==> config.mk <==
export PLATFORM = sky130hd
export DESIGN_NAME = double_ended_queue_top
export DESIGN_NICKNAME = d
export VERILOG_FILES = /design/src/hw/rtl/deq_pkg.sv /design/src/hw/rtl/deq_ram.sv /design/src/hw/rtl/deq_ctrl.sv /design/src/hw/rtl/deq_dp.sv /design/src/hw/rtl/double_ended_queue_top.sv
export SDC_FILE = /design/constraint.sdc
export NUM_CORES = 1
export LEC_CHECK = 0
export ABC_AREA = 1
export BUFFER_PORTS_ARGS = -buffer_cell sky130_fd_sc_hd__buf_2
export CAP_MARGIN = 25
export CELL_PAD_IN_SITES_DETAIL_PLACEMENT = 2
export CELL_PAD_IN_SITES_GLOBAL_PLACEMENT = 2
export CORE_MARGIN = 8
export CORE_UTILIZATION = 42
export CTS_CLUSTER_DIAMETER = 50
export DETAILED_ROUTE_END_ITERATION = 6
export GPL_TIMING_DRIVEN = 0
export PLACE_DENSITY = 0.83
export SYNTH_ARGS = -nofsm -noshare
export SYNTH_HDL_FRONTEND = slang
export SYNTH_SLANG_ARGS = --single-unit
==> constraint.sdc <==
create_clock -name clk -period 4.8 [get_ports clk]
set_input_delay 0.72 -clock clk [delete_from_list [all_inputs] [get_ports clk]]
set_output_delay 0.72 -clock clk [all_outputs]
set_load 0.05 [all_outputs]
==> src/hw/rtl/deq_pkg.sv <==
// Shared types and codes for the double-ended queue.
// No dependencies; imported by the controller, datapath, top and checker.
package deq_pkg;

  typedef logic [1:0] req_t;
  typedef logic [1:0] status_t;

  // Request codes
  localparam req_t REQ_PUSH_FRONT   = 2'd0;
  localparam req_t REQ_PUSH_BACK    = 2'd1;
  localparam req_t REQ_REMOVE_FRONT = 2'd2;
  localparam req_t REQ_REMOVE_BACK  = 2'd3;

  // Result status codes
  localparam status_t ST_DONE  = 2'd0;
  localparam status_t ST_EMPTY = 2'd1;
  localparam status_t ST_FULL  = 2'd2;

  // Controller to datapath
  typedef struct packed {
    logic capture;   // latch the incoming request
    logic do_write;  // push: write slot, move indices
    logic do_read;   // removal: read slot, move indices
    logic reject;    // request fails, state untouched
    logic load_out;  // move the result into the output register
  } deq_cmd_t;

  // Datapath to controller
  typedef struct packed {
    logic is_push;
    logic empty;
    logic full;
  } deq_stat_t;

endpackage

==> src/hw/rtl/deq_ram.sv <==
// Generic single-write, single-read RAM with registered read data.
// No dependencies.
module deq_ram #(
  parameter int WIDTH = 32,
  parameter int DEPTH = 16
) (
  input  logic                     clk,
  input  logic                     wr_en,
  input  logic [$clog2(DEPTH)-1:0] wr_addr,
  input  logic [WIDTH-1:0]         wr_data,
  input  logic                     rd_en,
  input  logic [$clog2(DEPTH)-1:0] rd_addr,
  output logic [WIDTH-1:0]         rd_data
);

  logic [WIDTH-1:0] mem [DEPTH];

  // Write port and registered read port
  always_ff @(posedge clk) begin
    if (wr_en) begin
      mem[wr_addr] <= wr_data;
    end
    if (rd_en) begin
      rd_data <= mem[rd_addr];
    end
  end

endmodule

==> src/hw/rtl/deq_ctrl.sv <==
// Controller of the double-ended queue: sequences accept, execute, deliver.
// Depends on deq_pkg.
module deq_ctrl
  import deq_pkg::*;
(
  input  logic      clk,
  input  logic      rst,
  input  logic      in_valid,
  output logic      in_stall,
  output logic      out_valid,
  input  logic      out_stall,
  input  deq_stat_t stat,
  output deq_cmd_t  cmd
);

  localparam logic [1:0] S_IDLE = 2'd0;
  localparam logic [1:0] S_EXEC = 2'd1;
  localparam logic [1:0] S_DONE = 2'd2;

  logic [1:0] state, state_next;
  logic       out_valid_next;
  logic       out_free;

  assign in_stall = (state != S_IDLE);
  assign out_free = !out_valid || !out_stall;

  // Next state and commands
  always_comb begin
    state_next = state;
    cmd        = '0;
    unique case (state)
      S_IDLE: begin
        if (in_valid) begin
          cmd.capture = 1'b1;
          state_next  = S_EXEC;
        end
      end
      S_EXEC: begin
        if (stat.is_push) begin
          cmd.do_write = !stat.full;
          cmd.reject   = stat.full;
        end else begin
          cmd.do_read = !stat.empty;
          cmd.reject  = stat.empty;
        end
        state_next = S_DONE;
      end
      S_DONE: begin
        if (out_free) begin
          cmd.load_out = 1'b1;
          state_next   = S_IDLE;
        end
      end
      default: begin
        state_next = S_IDLE;
      end
    endcase
  end

  // Output valid: cleared on transfer, set on load
  always_comb begin
    out_valid_next = out_valid && out_stall;
    if (cmd.load_out) begin
      out_valid_next = 1'b1;
    end
  end

  always_ff @(posedge clk) begin
    if (rst) begin
      state     <= S_IDLE;
      out_valid <= 1'b0;
    end else begin
      state     <= state_next;
      out_valid <= out_valid_next;
    end
  end

endmodule

==> src/hw/rtl/deq_dp.sv <==
// Datapath of the double-ended queue: indices, slot store, result registers.
// Depends on deq_pkg and deq_ram.
module deq_dp
  import deq_pkg::*;
#(
  parameter int DEPTH = 16
) (
  input  logic                       clk,
  input  logic                       rst,
  input  deq_cmd_t                   cmd,
  output deq_stat_t                  stat,
  input  logic [1:0]                 req_type,
  input  logic signed [31:0]         push_value,
  output logic [1:0]                 status,
  output logic signed [31:0]         removed_value,
  output logic [$clog2(DEPTH+1)-1:0] item_count
);

  localparam int AW = $clog2(DEPTH);
  localparam int CW = $clog2(DEPTH + 1);
  localparam int SW = CW + 1;

  // Control state
  logic [AW-1:0] front, front_next;
  logic [CW-1:0] occ, occ_next;

  // Latched request and result
  req_t          req_kind;
  logic [31:0]   req_value;
  status_t       res_status;
  logic          res_took;
  logic [CW-1:0] res_count;

  logic          is_push, is_front;
  logic [AW-1:0] front_dec, front_inc;
  logic [SW-1:0] back_raw, back_wrap;
  logic [AW-1:0] slot_addr;
  logic [31:0]   rd_data;

  assign is_push  = (req_kind == REQ_PUSH_FRONT) || (req_kind == REQ_PUSH_BACK);
  assign is_front = (req_kind == REQ_PUSH_FRONT) || (req_kind == REQ_REMOVE_FRONT);

  assign stat.is_push = is_push;
  assign stat.empty   = (occ == '0);
  assign stat.full    = (occ == CW'(DEPTH));

  // Front neighbors, wrapping at the store ends
  assign front_dec = (front == '0) ? AW'(DEPTH - 1) : front - AW'(1);
  assign front_inc = (front == AW'(DEPTH - 1)) ? '0 : front + AW'(1);

  // Back slot: front + occ for a push, front + occ - 1 for a removal
  assign back_raw  = SW'(front) + SW'(occ) - (is_push ? SW'(0) : SW'(1));
  assign back_wrap = (back_raw >= SW'(DEPTH)) ? back_raw - SW'(DEPTH) : back_raw;

  // Slot addressed by this request
  always_comb begin
    case (req_kind)
      REQ_PUSH_FRONT:   slot_addr = front_dec;
      REQ_REMOVE_FRONT: slot_addr = front;
      default:          slot_addr = back_wrap[AW-1:0];
    endcase
  end

  // Index and count update
  always_comb begin
    front_next = front;
    occ_next   = occ;
    if (cmd.do_write) begin
      occ_next = occ + CW'(1);
      if (is_front) begin
        front_next = front_dec;
      end
    end else if (cmd.do_read) begin
      occ_next = occ - CW'(1);
      if (is_front) begin
        front_next = front_inc;
      end
    end
  end

  always_ff @(posedge clk) begin
    if (rst) begin
      front <= '0;
      occ   <= '0;
    end else begin
      front <= front_next;
      occ   <= occ_next;
    end
  end

  deq_ram #(
    .WIDTH (32),
    .DEPTH (DEPTH)
  ) u_ram (
    .clk     (clk),
    .wr_en   (cmd.do_write),
    .wr_addr (slot_addr),
    .wr_data (req_value),
    .rd_en   (cmd.do_read),
    .rd_addr (slot_addr),
    .rd_data (rd_data)
  );

  // Request latch, result hold and output register
  always_ff @(posedge clk) begin
    if (cmd.capture) begin
      req_kind  <= req_type;
      req_value <= push_value;
    end
    if (cmd.do_write || cmd.do_read || cmd.reject) begin
      res_took  <= cmd.do_read;
      res_count <= occ_next;
      if (cmd.reject) begin
        res_status <= is_push ? ST_FULL : ST_EMPTY;
      end else begin
        res_status <= ST_DONE;
      end
    end
    if (cmd.load_out) begin
      status        <= res_status;
      removed_value <= res_took ? rd_data : '0;
      item_count    <= res_count;
    end
  end

endmodule

==> src/hw/rtl/double_ended_queue_top.sv <==
// Top level of the bounded double-ended queue of signed 32-bit words.
// Depends on deq_pkg, deq_ctrl, deq_dp (and deq_ram below it).
//
// Usage:
//   Input channel (in_valid / in_stall) carries req_type and push_value.
//   req_type: push front, push back, remove front, remove back.
//   Output channel (out_valid / out_stall) returns one result per request:
//   status, removed_value (zero unless a removal succeeded) and item_count.
// Timing:
//   A request transfers in S_IDLE, executes in S_EXEC (slot write or slot
//   read in the RAM, index update) and is loaded into the output register
//   in S_DONE; out_valid rises with that load. A new request is taken once
//   the controller is back in S_IDLE, after the previous result is loaded,
//   so requests do not overlap. A result waiting in the output register
//   does not block the next request; the controller holds the next result
//   until the output register is free, so a stalled receiver holds back
//   the input after one request in flight.
// Reset:
//   Synchronous, active high. The queue empties, the front index goes to
//   zero and no result is pending. The slot store needs no clearing pass:
//   only written slots are ever read.
module double_ended_queue_top
  import deq_pkg::*;
#(
  parameter int DEPTH = 16
) (
  input  logic                       clk,
  input  logic                       rst,
  input  logic                       in_valid,
  output logic                       in_stall,
  input  logic [1:0]                 req_type,
  input  logic signed [31:0]         push_value,
  output logic                       out_valid,
  input  logic                       out_stall,
  output logic [1:0]                 status,
  output logic signed [31:0]         removed_value,
  output logic [$clog2(DEPTH+1)-1:0] item_count
);

  deq_cmd_t  cmd;
  deq_stat_t stat;

  deq_ctrl u_ctrl (
    .clk       (clk),
    .rst       (rst),
    .in_valid  (in_valid),
    .in_stall  (in_stall),
    .out_valid (out_valid),
    .out_stall (out_stall),
    .stat      (stat),
    .cmd       (cmd)
  );

  deq_dp #(
    .DEPTH (DEPTH)
  ) u_dp (
    .clk           (clk),
    .rst           (rst),
    .cmd           (cmd),
    .stat          (stat),
    .req_type      (req_type),
    .push_value    (push_value),
    .status        (status),
    .removed_value (removed_value),
    .item_count    (item_count)
  );

endmodule

==> qor.csv <==
metric,value,unit
GRT Overall Usage,0.326,
"Seq/Total Area, Yosys",0.716,
vias in the first global route,23900,
Worst Setup EP,u_dp.u_ram.mem[0][1],
multi-input logic area,6760,um2
max-slew violations,0,
Core Rows,92,
Reg area,19000,um2
cts bufs inserted,79,
die area,71500,um2
core area,62900,um2
Slew HR,0.309,
CTS max path bufs,3,
area delta synth->final,18.4,%
Max rail drop VDD,0.347,mV
Synth Register Bits,637,
Setup crit start kind,flop,
Fill cells,6294,
PD cells,466,nW/um2
largest net degree at the start of global routing,25,
Worst R2R Setup Slack,0.11,ns
worst-margin pin slew,1.04,ns
final net count,2694,
period utilization,0.977,
Total Wirelength,117,mm
max-cap viol count,0,
# setup viols final,0,
Final min period,4.69,ns
DRC viols,0,
CP required,5.13,ns
Async SR Flop Fraction,0,
worst skew pair latency,0.67,ns
status,"finished, final reports clean",
Via density,6.02,
Critical path origin,u_dp.front[0],
antenna violations before repair,3,
Tot Pwr,14.6,mW
hold slack,0.256,ns
Sink Count,637,
endpoint type of the worst setup path,flop,
dpl ws,-0.197,ns
Syn Nets,2494,
Worst R2R Start,u_dp.front[0],
Fmax,213,MHz
Layout Cells excl Fill,3554,
vias,21400,
Initial Util,0.423,
ys flop type,edfxtp_1,
clock slew at the register clock pins of the worst setup and hold paths,0.06,ns
Synth top area share,0.707,
final RePlAce weighted congestion,0.818,
clk root buf,clkbuf_16,
Fin. Hold Viols,0,
crit-path max FO,22,
synth warn,0,
placed cell areas,28600,um2
ANT nets after route,0,
H-tree level count,3,
critical path type,reg2reg,
library cells used by synthesis,31,
Post-synth EDFFs,625,
ranking of synthesized cells by area,"edfxtp_1 (71%), nand2_1 (18%), nand3_1 (5.0%)",
Final TNS setup,0,ns
Hold Crit Class,in2reg,
leading area contributor after synthesis,edfxtp_1,
"Avg Cell Area, Syn",10.9,um2
chip width,267,um
CTS Hold Buffers Added,0,
dpl cells,3388,
share of cells above drive strength 1,0.143,
DRT Pass-1 Iters,6,
synthesized instance count,2444,
First DRT Iteration DRCs,2383,
Die Y,267,um
WL/cell,33.0,um
Clock Skew,0.0438,ns
LEAKAGE,13.0,nW
Reg2Reg Depth,14,
IO Count,79,
first-pass GRT wire length,169,mm
post-route cell area,31400,um2
final core occ,0.500,
CTS tree,built,
DP HPWL,64.0,mm
"Arr. time, crit path",5.02,ns
reg2reg end,u_dp.u_ram.mem[0][1],
PortBufs,78,
"Cell Area, Synth",26600,um2
total grt overflow,0,
"crit path setup slack, layout",0.109,ns
## logic make-up after synthesis
group	Yosys count	share of synthesized area
buffers and inverters	200	0.0349
DFF	637	0.716
xor gates and xnor gates	12	0.00396
AOI/OAI and AO/OA	23	0.00466
adders and majority gates	12	0.00594
and+or+nand+nor	1560	0.235
## power breakdown
group,internal (mW),switching (mW)
sequential,6.22,0.132
combinational,0.474,1.64
clock,3.41,2.77
## cell usage after synthesis, types with 2 or more instances
cell and count:
nor2_1 27, xnor2_1 3, buf_4 12, inv_2 6
ha_1 11, nand3_1 267, clkbuf_1 18, or2_2 2
a21oi_1 10, xor2_1 9, nand4_1 2, a31oi_1 2
buf_2 104, and2_1 3, buf_1 2, inv_1 58
dfxtp_1 12, edfxtp_1 625, nor3_1 5, nand2_1 1248
o21ai_0 8
## layout make-up
class	instances	area share
antenna	2	0.000159
buffer	136	0.0219
clock buffer	93	0.0646
clock inverter	50	0.0161
inverter	64	0.00764
multi-input combinational	1607	0.215
sequential	637	0.605
tap	846	0.0337
timing repair buffer	119	0.0362
## registers in the layout, summed over array words and instances (netlist names)
register,flops
u_dp.item_count,5
u_dp.front,4
u_dp.status,2
u_ctrl.state,2
u_dp.req_kind,2
u_ctrl.out_valid,1
u_dp.req_value,32
u_dp.res_count,5
u_dp.res_status,2
u_dp.u_ram.mem,512
u_dp.removed_value,32
u_dp.res_took,1
u_dp.occ,5
u_dp.u_ram.rd_data,32
## worst min-delay path by stage
stage,slack (ns),cells after the start,end,startpoint
finish,0.26,1,u_dp.req_value[24],push_value[24]
global route,0.24,1,u_dp.req_value[5],push_value[5]
CTS,0.23,1,u_dp.req_value[31],push_value[31]
floorplan,0.40,0,u_dp.item_count[0],u_dp.res_count[0]
detailed placement,0.41,0,u_dp.status[1],u_dp.res_status[1]
global placement,0.40,0,u_dp.item_count[0],u_dp.res_count[0]
## metal layers
metal	track usage	up-vias	routed length (um)
li1	-	8592	-
met1	0.379	11000	42600
met2	0.551	1290	57400
met3	0.0631	468	8990
met4	0.210	2	8410
met5	0	-	14
## cells in the final DEF, fill, tap and decap left out, types with 8 or more instances in the layout
cell and instances:
a21oi_1 10, buf_12 24, buf_2 181, buf_4 22, clkbuf_1 32, clkbuf_16 79
clkinv_1 10, clkinv_2 10, dfxtp_1 12, edfxtp_1 625, ha_1 11, inv_1 57
inv_6 10, nand2_1 1248, nand3_1 267, nor2_1 9, nor2_4 18, o21ai_0 8
xor2_1 9
## what timing repair did
action	in CTS	in global routing
cloned	0	0
gates resized for setup	0	1
endpoints found under the setup margin	267	242
pin swaps	12	3
buffers inserted	16	4
## critical path: stages, from the launching register on
cell and delay (ns):
dfxtp_1 0.50, inv_2 0.12, ha_1 0.29, inv_1 0.04, ha_1 0.21, fa_1 0.48, or2_0 0.24, o21ai_1 0.11
a21oi_2 0.12, inv_2 0.14, buf_2 0.40, buf_2 0.38, nand3_1 0.42, nor2_4 0.58, buf_12 0.31
No activity file was read; power rests on OpenSTA's default activity.
